[config.mk]
export PLATFORM = sky130hd
export DESIGN_NAME = multichannel_moving_average
export DESIGN_NICKNAME = d
export VERILOG_FILES = /design/src/sv/mma_pkg.sv /design/src/sv/multichannel_moving_average.sv /design/src/sv/mma_ram.sv /design/src/sv/mma_div.sv
export SDC_FILE = /design/constraint.sdc
export NUM_CORES = 2
export LEC_CHECK = 0
export ABC_AREA = 1
export BUFFER_PORTS_ARGS = -buffer_cell sky130_fd_sc_hd__buf_2
export CORE_AREA = 2 2 456 458
export CTS_BUF_LIST = sky130_fd_sc_hd__clkbuf_8 sky130_fd_sc_hd__clkbuf_16
export DETAILED_ROUTE_END_ITERATION = 16
export DIE_AREA = 0 0 458 460
export SETUP_SLACK_MARGIN = 0.3
export SLEW_MARGIN = 20
export SYNTH_ARGS = -nofsm -noshare
export SYNTH_HDL_FRONTEND = slang
export SYNTH_SLANG_ARGS = --single-unit
[constraint.sdc]
create_clock -name clk_i -period 3.8 [get_ports clk_i]
set_input_delay 1.14 -clock clk_i [delete_from_list [all_inputs] [get_ports clk_i]]
set_output_delay 1.14 -clock clk_i [all_outputs]
set_load 0.05 [all_outputs]
[src/sv/mma_pkg.sv]
package mma_pkg;

  localparam int unsigned MMA_WINDOW      = 16;
  localparam int unsigned MMA_CHANNELS    = 3;
  localparam int unsigned MMA_SAMPLE_BITS = 24;
  localparam int unsigned MMA_FRAC_BITS   = 8;
  localparam int unsigned MMA_MEAN_BITS   = 32;
  localparam int unsigned MMA_IN_BITS     = 24;
  localparam int unsigned MMA_CH_BITS     = 2;

  typedef enum logic [2:0] {
    ST_IDLE,
    ST_UPDATE,
    ST_DIV,
    ST_DONE
  } state_e;

endpackage

[src/sv/multichannel_moving_average.sv]
// multichannel moving average
// input channel: sample_i and channel_i, accepted when in_valid_i is high and
// in_stall_o is low. channel 1 and 2 pick their own channel, any other code
// picks the last channel. each channel keeps a ring of WINDOW samples in one
// shared ram, plus a write pointer, a filled flag and a running sum.
// output channel: mean_value_o (8 fraction bits, truncated) and window_full_o,
// taken when out_valid_o is high and out_stall_i is low.
// one item at a time: the ram read of the oldest sample happens at the accept
// edge, the update state then updates the sum and writes the ring, then a
// bit-serial restoring divider takes one quotient bit per cycle over
// SAMPLE_BITS+log2(WINDOW)+8 bits, and the quotient is loaded into the output
// register. a new item is accepted only once the block is back in idle, after
// the divider is done and its result is in the output register.
// the result sits in an output register, so the next item is accepted while
// it waits; if the receiver still stalls when the following result is done,
// that result waits in the divider and the input stalls until the output register frees up.
// reset clears pointers, filled flags, sums and the valid flags; the ring ram
// needs no clearing because an entry's value is used only after it was written.
module multichannel_moving_average
  import mma_pkg::*;
#(
  parameter int unsigned WINDOW      = MMA_WINDOW,
  parameter int unsigned CHANNELS    = MMA_CHANNELS,
  parameter int unsigned SAMPLE_BITS = MMA_SAMPLE_BITS
) (
  input  logic                     clk_i,
  input  logic                     rst_ni,
  input  logic                     in_valid_i,
  output logic                     in_stall_o,
  input  logic [MMA_IN_BITS-1:0]   sample_i,
  input  logic [MMA_CH_BITS-1:0]   channel_i,
  output logic                     out_valid_o,
  input  logic                     out_stall_i,
  output logic [MMA_MEAN_BITS-1:0] mean_value_o,
  output logic                     window_full_o
);

  localparam int unsigned PW     = $clog2(WINDOW);
  localparam int unsigned CW     = (CHANNELS > 1) ? $clog2(CHANNELS) : 1;
  localparam int unsigned SUMW   = SAMPLE_BITS + PW;
  localparam int unsigned DW     = SUMW + MMA_FRAC_BITS;
  localparam int unsigned KW     = $clog2(WINDOW + 1);
  localparam int unsigned RDEPTH = CHANNELS * (2 ** PW);
  localparam int unsigned RAW    = $clog2(RDEPTH);
  localparam int unsigned EW     = (DW > MMA_MEAN_BITS) ? DW : MMA_MEAN_BITS;

  state_e state_q, state_d;

  logic [PW-1:0]          wp_q   [CHANNELS];
  logic                   fill_q [CHANNELS];
  logic [SUMW-1:0]        sum_q  [CHANNELS];

  logic [SAMPLE_BITS-1:0] s_q;
  logic [CW-1:0]          ch_q;
  logic [CW-1:0]          ch_in;
  logic                   full_q;

  logic                   out_valid_q;
  logic [MMA_MEAN_BITS-1:0] mean_q;
  logic                   out_full_q;

  logic                   accept;
  logic                   ram_we;
  logic                   div_start;
  logic                   out_load;
  logic                   out_free;
  logic                   div_done;
  logic [DW-1:0]          quot;
  logic [EW-1:0]          quot_ext;

  logic [SAMPLE_BITS-1:0] old_s;
  logic [PW-1:0]          wp_cur;
  logic                   wrap;
  logic [PW-1:0]          wp_next;
  logic                   full_new;
  logic [SUMW-1:0]        sum_new;
  logic [KW-1:0]          count;

  // channel select, out of range falls to the last channel
  always_comb begin
    if (channel_i != '0 && 32'(channel_i) < CHANNELS) begin
      ch_in = CW'(channel_i - MMA_CH_BITS'(1));
    end else begin
      ch_in = CW'(CHANNELS - 1);
    end
  end

  assign accept   = in_valid_i && !in_stall_o;
  assign out_free = !out_valid_q || !out_stall_i;

  // next state
  always_comb begin
    state_d = state_q;
    unique case (state_q)
      ST_IDLE:   if (accept) state_d = ST_UPDATE;
      ST_UPDATE: state_d = ST_DIV;
      ST_DIV: begin
        if (div_done) state_d = out_free ? ST_IDLE : ST_DONE;
      end
      ST_DONE:   if (out_free) state_d = ST_IDLE;
      default:   state_d = ST_IDLE;
    endcase
  end

  // control outputs
  always_comb begin
    in_stall_o = 1'b1;
    ram_we     = 1'b0;
    div_start  = 1'b0;
    out_load   = 1'b0;
    unique case (state_q)
      ST_IDLE:   in_stall_o = 1'b0;
      ST_UPDATE: begin
        ram_we    = 1'b1;
        div_start = 1'b1;
      end
      ST_DIV:    out_load = div_done && out_free;
      ST_DONE:   out_load = out_free;
      default:   in_stall_o = 1'b1;
    endcase
  end

  // ring update for the captured item; the ram read of the oldest slot is done at the accept edge
  assign wp_cur   = wp_q[ch_q];
  assign wrap     = wp_cur == PW'(WINDOW - 1);
  assign wp_next  = wrap ? '0 : wp_cur + PW'(1);
  assign full_new = fill_q[ch_q] || wrap;
  assign sum_new  = sum_q[ch_q]
                  - (fill_q[ch_q] ? SUMW'(old_s) : '0)
                  + SUMW'(s_q);
  assign count    = full_new ? KW'(WINDOW) : KW'(wp_next);

  mma_ram #(
    .WIDTH (SAMPLE_BITS),
    .DEPTH (RDEPTH)
  ) u_ring (
    .clk_i   (clk_i),
    .we_i    (ram_we),
    .waddr_i (RAW'({ch_q, wp_cur})),
    .wdata_i (s_q),
    .raddr_i (RAW'({ch_in, wp_q[ch_in]})),
    .rdata_o (old_s)
  );

  mma_div #(
    .DW (DW),
    .KW (KW)
  ) u_div (
    .clk_i      (clk_i),
    .rst_ni     (rst_ni),
    .start_i    (div_start),
    .dividend_i ({sum_new, MMA_FRAC_BITS'(0)}),
    .divisor_i  (count),
    .done_o     (div_done),
    .quotient_o (quot)
  );

  assign quot_ext = EW'(quot);

  always_ff @(posedge clk_i or negedge rst_ni) begin
    if (!rst_ni) begin
      state_q     <= ST_IDLE;
      out_valid_q <= 1'b0;
      for (int i = 0; i < CHANNELS; i++) begin
        wp_q[i]   <= '0;
        fill_q[i] <= 1'b0;
        sum_q[i]  <= '0;
      end
    end else begin
      state_q <= state_d;
      if (ram_we) begin
        wp_q[ch_q]   <= wp_next;
        fill_q[ch_q] <= full_new;
        sum_q[ch_q]  <= sum_new;
      end
      if (out_load) begin
        out_valid_q <= 1'b1;
      end else if (!out_stall_i) begin
        out_valid_q <= 1'b0;
      end
    end
  end

  always_ff @(posedge clk_i) begin
    if (accept) begin
      s_q  <= SAMPLE_BITS'(sample_i);
      ch_q <= ch_in;
    end
    if (ram_we) begin
      full_q <= full_new;
    end
    if (out_load) begin
      mean_q     <= quot_ext[MMA_MEAN_BITS-1:0];
      out_full_q <= full_q;
    end
  end

  assign out_valid_o   = out_valid_q;
  assign mean_value_o  = mean_q;
  assign window_full_o = out_full_q;

endmodule

[src/sv/mma_ram.sv]
module mma_ram #(
  parameter int unsigned WIDTH = 24,
  parameter int unsigned DEPTH = 48
) (
  input  logic                     clk_i,
  input  logic                     we_i,
  input  logic [$clog2(DEPTH)-1:0] waddr_i,
  input  logic [WIDTH-1:0]         wdata_i,
  input  logic [$clog2(DEPTH)-1:0] raddr_i,
  output logic [WIDTH-1:0]         rdata_o
);

  logic [WIDTH-1:0] mem_q [DEPTH];

  always_ff @(posedge clk_i) begin
    if (we_i) begin
      mem_q[waddr_i] <= wdata_i;
    end
    rdata_o <= mem_q[raddr_i];
  end

endmodule

[src/sv/mma_div.sv]
module mma_div #(
  parameter int unsigned DW = 36,
  parameter int unsigned KW = 5
) (
  input  logic          clk_i,
  input  logic          rst_ni,
  input  logic          start_i,
  input  logic [DW-1:0] dividend_i,
  input  logic [KW-1:0] divisor_i,
  output logic          done_o,
  output logic [DW-1:0] quotient_o
);

  localparam int unsigned CNTW = $clog2(DW + 1);

  logic            busy_q, busy_d;
  logic            done_q, done_d;
  logic [CNTW-1:0] cnt_q, cnt_d;
  logic [DW-1:0]   dq_q, dq_d;
  logic [KW-1:0]   rem_q, rem_d;
  logic [KW-1:0]   dvs_q, dvs_d;
  logic [KW:0]     trial;
  logic [KW:0]     diff;
  logic            ge;

  // one quotient bit per cycle: dividend shifts out the top, quotient shifts in the bottom
  assign trial = {rem_q, dq_q[DW-1]};
  assign ge    = trial >= {1'b0, dvs_q};
  assign diff  = trial - {1'b0, dvs_q};

  always_comb begin
    busy_d = busy_q;
    done_d = 1'b0;
    cnt_d  = cnt_q;
    dq_d   = dq_q;
    rem_d  = rem_q;
    dvs_d  = dvs_q;
    if (start_i) begin
      busy_d = 1'b1;
      cnt_d  = CNTW'(DW);
      dq_d   = dividend_i;
      rem_d  = '0;
      dvs_d  = divisor_i;
    end else if (busy_q) begin
      rem_d = ge ? diff[KW-1:0] : trial[KW-1:0];
      dq_d  = {dq_q[DW-2:0], ge};
      cnt_d = cnt_q - CNTW'(1);
      if (cnt_q == CNTW'(1)) begin
        busy_d = 1'b0;
        done_d = 1'b1;
      end
    end
  end

  always_ff @(posedge clk_i or negedge rst_ni) begin
    if (!rst_ni) begin
      busy_q <= 1'b0;
      done_q <= 1'b0;
      cnt_q  <= '0;
    end else begin
      busy_q <= busy_d;
      done_q <= done_d;
      cnt_q  <= cnt_d;
    end
  end

  always_ff @(posedge clk_i) begin
    dq_q  <= dq_d;
    rem_q <= rem_d;
    dvs_q <= dvs_d;
  end

  assign done_o     = done_q;
  assign quotient_o = dq_q;

endmodule
== After elaboration in Yosys (flattened, before gate mapping) ==
Memories as Yosys holds them, arrays and structs flattened. A register that Yosys moved wholly into a read port is not among the register bits.
Cells that the tools add are included.

* Reductions and logical operators: 12
* $add $sub $neg: 6
* Order comparisons: 5
* Mux-type cells: 48
* Equal/unequal tests: 9
* Bitwise gates (word level): 2

{| class="wikitable"
|+ Operators by type and width
! operator !! number
|-
| 84-bit bitwise mux || 1
|-
| 28-bit 2-to-1 mux || 3
|-
| 36-bit 2-to-1 mux || 2
|-
| 28-bit binary-select mux with 2-bit select || 1
|-
| 28-bit demux with 2-bit select || 1
|-
| 28-bit by 24-bit adder with 28-bit output || 1
|-
| 28-bit by 24-bit subtractor with 28-bit output || 1
|-
| 24-bit 2-to-1 mux || 1
|-
| 4-bit 2-to-1 mux || 6
|-
| 4-bit binary-select mux with 2-bit select || 2
|-
| 1-bit 2-to-1 mux || 15
|-
| 12-bit bitwise mux || 1
|-
| 6-bit 2-to-1 mux || 2
|-
| 3-bit case mux with 4 select lines || 1
|-
| 5-bit 2-to-1 mux || 2
|-
| 3-bit 2-to-1 mux || 3
|-
| 4-bit demux with 2-bit select || 1
|-
| 3-bit by 2-bit == test with 1-bit output (second input constant) || 2
|-
| 6-bit by 1-bit == test with 1-bit output (second input constant) || 1
|-
| 3-bit greater-or-equal comparator (second input constant) || 2
|-
| 6-bit by 5-bit greater-or-equal comparator with 1-bit output || 1
|-
| 2-bit inverter with 3-bit output || 2
|-
| 6-bit by 1-bit subtractor with 6-bit output (second input constant) || 1
|-
| 5-bit subtractor || 1
|-
| 19 further kinds || 28
|}

* Word-level logic and storage cells: 107
* Memories kept: 1
* Output and inout bits: 35
* Flip-flop bits (word level): 217
* Bits of input ports: 30
* Memory bits (writable): 1152

{| class="wikitable"
|+ Memories
! name !! depth !! bits a word !! read ports !! clocked after memory_dff !! wr ports !! RTL line !! RTL
|-
| u_ring.mem_q || 48 || 24 || 1 || 1 || 1 || mma_ram.sv:13 || <nowiki>logic [WIDTH-1:0] mem_q [DEPTH];</nowiki>
|}

== Logic depth before layout (Yosys ltp) ==
* Depth after elaboration: 8
* Depth in mapped cells: 25
* Depth with buffers taken out: 24

== Modules after synthesis ==
From an unflattened synthesis, not the netlist that was laid out.

* Cell total of the unflattened synthesis: 5272
* Area, all modules: 59061.6 µm²

{| class="wikitable"
|+ By module, submodules not included
! module !! cells each !! area each (µm²) !! instances
|-
| mma_ram || 3819 || 47070.1 || 1
|-
| multichannel_moving_average || 1181 || 9451.6 || 1
|-
| mma_div || 272 || 2539.9 || 1
|}

== Worst setup path before layout ==
No wires, ideal clock.

* Kind: reg2reg
* From: reg ch_q[0]
* To: reg u_div.dq_q[24], in the netlist u_div.quotient_o[24], data pin
* Slack: 254 ps
* Cell stages (with the launch flop): 19
* Buffers on the path: 2
* Required time: 3545 ps
* Arrival: 3291 ps
* Cell sequence: edfxtp_1 inv_2 nor2_4 buf_1 buf_1 a22o_1 a21oi_1 fa_1 inv_1 fa_1 nand3_1 nand2_1 a21oi_1 inv_1 nand2_1 nand2_1 or2_2 nand3_1 nand2_1

* Cells in the longest elaborated chain, start to end: 8

{| class="wikitable"
|+ RTL lines
! item !! RTL line !! RTL
|-
| start, declared || multichannel_moving_average.sv:54 || <nowiki>logic [CW-1:0] ch_q;</nowiki>
|-
| start signal, assigned || multichannel_moving_average.sv:187 || <nowiki>ch_q <= ch_in;</nowiki>
|-
| 2-bit inverter with 3-bit output (implied by the code) * || multichannel_moving_average.sv:128, multichannel_moving_average.sv:129 ||
|-
| 1-bit binary-select mux with 2-bit select || multichannel_moving_average.sv:129 || <nowiki>- (fill_q[ch_q] ? SUMW'(old_s) : '0)</nowiki>
|-
| 1-bit 2-to-1 mux (implied by the code) (2 in series) || multichannel_moving_average.sv:129 ||
|-
| 24-bit 2-to-1 mux || multichannel_moving_average.sv:129 ||
|-
| 28-bit by 24-bit subtractor with 28-bit output * || multichannel_moving_average.sv:129 ||
|-
| 28-bit by 24-bit adder with 28-bit output * || multichannel_moving_average.sv:130 || <nowiki>+ SUMW'(s_q);</nowiki>
|-
| 36-bit 2-to-1 mux * || mma_div.sv:38 || <nowiki>if (start_i) begin</nowiki>
|-
| named net u_div.dq_d[24] || mma_div.sv:19 || <nowiki>logic [DW-1:0] dq_q, dq_d;</nowiki>
|-
| end signal, assigned || mma_div.sv:68 || <nowiki>dq_q <= dq_d;</nowiki>
|-
| end, declared || mma_div.sv:19 ||
|}

Mark *: on every way through the listed nets, which the timed path passes. The rest lies on a longest branch. The select of a mux whose other input is x is not followed.
A chain may end at the register's enable or synchronous reset.

== Worst setup path in the final report ==
* From: reg ch_q[1]
* To: reg u_div.dq_q[22], in the netlist u_div.quotient_o[22], data pin

Same word-level chain as after synthesis.

==> results.yml <==
sta:
  max_clock_freq_mhz: 281
  skew_ns: 0.0829
  period_needed_ns: 3.56
  worstMarginPinSlew_ns: 0.842
  maxSlewHeadroom_pct: 43.8
  rsz0062_at_grt: "true"
  setup_ws_ns: 0.235
  finalHoldViolations: 0
  final_max_slew_viol_count: 0
  holdWs_ns: 0.436
  finalSetupViolations: 0
  period_share_pct: 93.8
power:
  p_comb_share_pct: 41.0
  p_switching_w: 0.0219
  clkPwrFrac_pct: 25.1
  internal_power_w: 0.0353
  p_per_area_mw_per_mm2: 772
  finalPower_w: 0.0572
  ir_drop_uv: 614
  pwr-share-seq_pct: 34.0
  switching_share_pct: 38.2
  power_leakage_nw: 30.0
final_layout:
  layout_commonest_cell: "edfxtp_1"
  finalNetCount: 6124
  area_delta_synth_final_pct: 20.9
  layout-drive-gt1-share_pct: 16.3
  fill_cells: 20000
  mostFrequentLayoutCells: "edfxtp_1 (1,244), nand2_1 (1,075), nand3_1 (1,061), inv_1 (929), buf_4 (366)"
  finish.instance_area_mm2: 0.0741
  finalCoreUtilization_pct: 36.0
clocking:
  path_clk_slew_ns: 0.06
  clock-sinks: 1391
  clk_latency_ns: 0.82
  cts_buffers: 147
  clock_path_buffers: 3
  clockRootBuffer: "clkbuf_16"
  cts_tree: "built"
  cts_max_level: 4
  postCtsHoldBufs: 0
logic_synthesis:
  syn_area_per_cell_um2: 10.8
  synth_cell_types: 47
  synth_nets: 5769
  ys_seq_elements: 1391
  seq_area_frac_synth_pct: 66.6
  synth_area_mm2: 0.0613
  synthCells: 5677
  ys_warn_count: 0
setup_path:
  critPathBufInv: 7
  critPathRequiredTime_ns: 4.32
  crit_type: "reg2reg"
  slowest_stage: "fa_1"
  crit_family: "buffers and inverters"
  worstPathMaxFanout: 7
  cp-start-kind: "register"
  arrival_ns: 4.08
  cp_slowest_stage_delay_ns: 0.51
  crit_chain: "buf_6 > nor2_4 > buf_12 > buf_12 > buf_4 > a22o_1 > a21oi_1 > fa_1 > inv_1 > fa_2 > nand3_1 > nand2_2 > nand3_2 > nand2_2 > buf_4 > nand2_1 > nand2_2 > xnor2_2 > buf_4 > o21ai_0"
  cp-end-kind: "register"
global_route:
  grtUsageTotal_pct: 18.3
  antenna_found_initial: 19
  grtUsageMet3_pct: 4.81
  grt_max_degree: 72
  grt_pass1_vias: 42200
  grt_use_met1_pct: 24.7
  use_met2_pct: 27.7
  grt_overflow: 0
  grt_pass1_wl_um: 286000
  gr-max-usage-layer: "met2"
detailed_routing:
  wl_um: 196000
  ant_nets: 0
  drtIter0Drc: 5780
  drt_pre_antenna_iters: 6
  vias: 44200
  vias_per_cell: 4.99
  wl_per_cell_um: 22.2
  route.detailed.drc: 0
place:
  gp_congestion: 0.925
  place.port_buffers: 64
  dpl_cell_area_mm2: 0.0678
  place_ws_ns: -0.230
  hpwlAfterDp_um: 124000
floorplan:
  die_h_um: 460
  core_mm2: 0.206
  initial_core_util_pct: 29.7
  die_x_um: 458
  die_area_mm2: 0.211
  placementRows: 167
  pin_count: 65
min_path:
  hp-class: "in2async"
flow_run:
  max_cap_viol_count: 0
outcome:
  status: "finished, final reports clean"
## metrics by stage
stage | std cells | TNS (ns)
6_report | 8857 | 0
5_1_grt | 8855 | 0
4_1_cts | 8832 | 0
3_5_place_dp | 8547 | -1.98
3_3_place_gp | 8547 | -2.24
2_1_floorplan | 5677 | 0
## cells in the mapped netlist (all sizes together)
master	count	area (um2)
o21ai	222	1120
nand3	1079	5420
and3	1	6.26
clkbuf	89	335
clkinv	1	3.75
dfxtp	37	741
dfrtp	110	2750
inv	919	3450
o221ai	1	15.0
a31oi	5	31.3
a32o	1	10.0
o21bai	2	15.0
nor2	103	404
buf	226	1240
a21o	48	360
ha	37	463
xnor2	13	114
or2	5	31.3
nor4	1	6.26
nand3b	150	1130
a211oi	1	7.51
nand2	1119	4220
a21oi	69	345
edfxtp	1244	37400
o21a	5	37.5
and2	2	12.5
a22oi	5	37.5
nor3	12	60.1
o22ai	17	106
o31ai	1	7.51
xor2	4	35.0
a22o	17	149
nand4	10	62.6
fa	25	500
o211ai	96	721
## sequential cells by signal (all words and copies together) (netlist names), 6 cells and up
register / flops
mean_value_o: 32
u_ring.mem_q: 1152
u_div.cnt_q: 6
s_q: 24
sum_q: 84
wp_q: 12
u_div.quotient_o: 36
u_ring.rdata_o: 24
## final timing paths
kind,startpoint,endpoint,slack [ns],cells after the start
worst max-delay path,ch_q[1],u_div.quotient_o[22],0.24,20
worst min-delay path,rst_ni,sum_q[83],0.44,1
worst max register to register,ch_q[1],u_div.quotient_o[22],0.24,20
worst min register to register,u_div.quotient_o[0],mean_value_o[0],0.44,0
max in group asynchronous,rst_ni,sum_q[66],2.53,2
min in group clk_i,u_div.quotient_o[0],mean_value_o[0],0.44,0
## kinds of logic (layout without fill, tap and decap cells)
kind of cell,count (synthesis),count (layout),synth area share [%]
xor+xnor,17,17,0.243
simple gates,2482,2482,18.5
fa+ha+maj,62,62,1.57
other cells,0,3,0
buf+inv,1235,1708,8.20
compound gates,490,490,4.83
flops,1391,1391,66.6
## power by group through the flow
stage	Clock, W	Sequential [W]	Combinational, W
CTS	0.0145	0.0194	0.0210
finish	0.0143	0.0194	0.0234
global route	0.0151	0.0195	0.0251
global placement	0	0.0197	0.0194
detailed placement	0	0.0197	0.0196
floorplan	0	0.0197	0.0102
## final cells by class
type	count	area, um2	share of cell area [%]
clock buffer	162	3880	5.24
clock inverter	105	956	1.29
inverter	920	3460	4.68
multi-input combinational	3051	16700	22.5
sequential	1391	40800	55.1
tap	2704	3380	4.57
antenna	3	7.51	0.0101
timing repair buffer	521	4840	6.54
## per-layer routing
layer  up-vias  share of wire, %
met5         -             0.034
met4        10               4.1
met3       381                11
met2      2162                44
met1     21700                41
li1      19900                 -
## repair_timing
| action | in CTS | in global routing |
|---|---|---|
| cloned | 2 | 1 |
| pin swaps | 24 | 50 |
| hold endpoints to repair | 0 | 0 |
| setup buffers | 16 | 21 |
| resized for setup | 118 | 148 |
| endpoints found under the setup margin | 88 | 89 |
(Power assumes the default switching activity.)
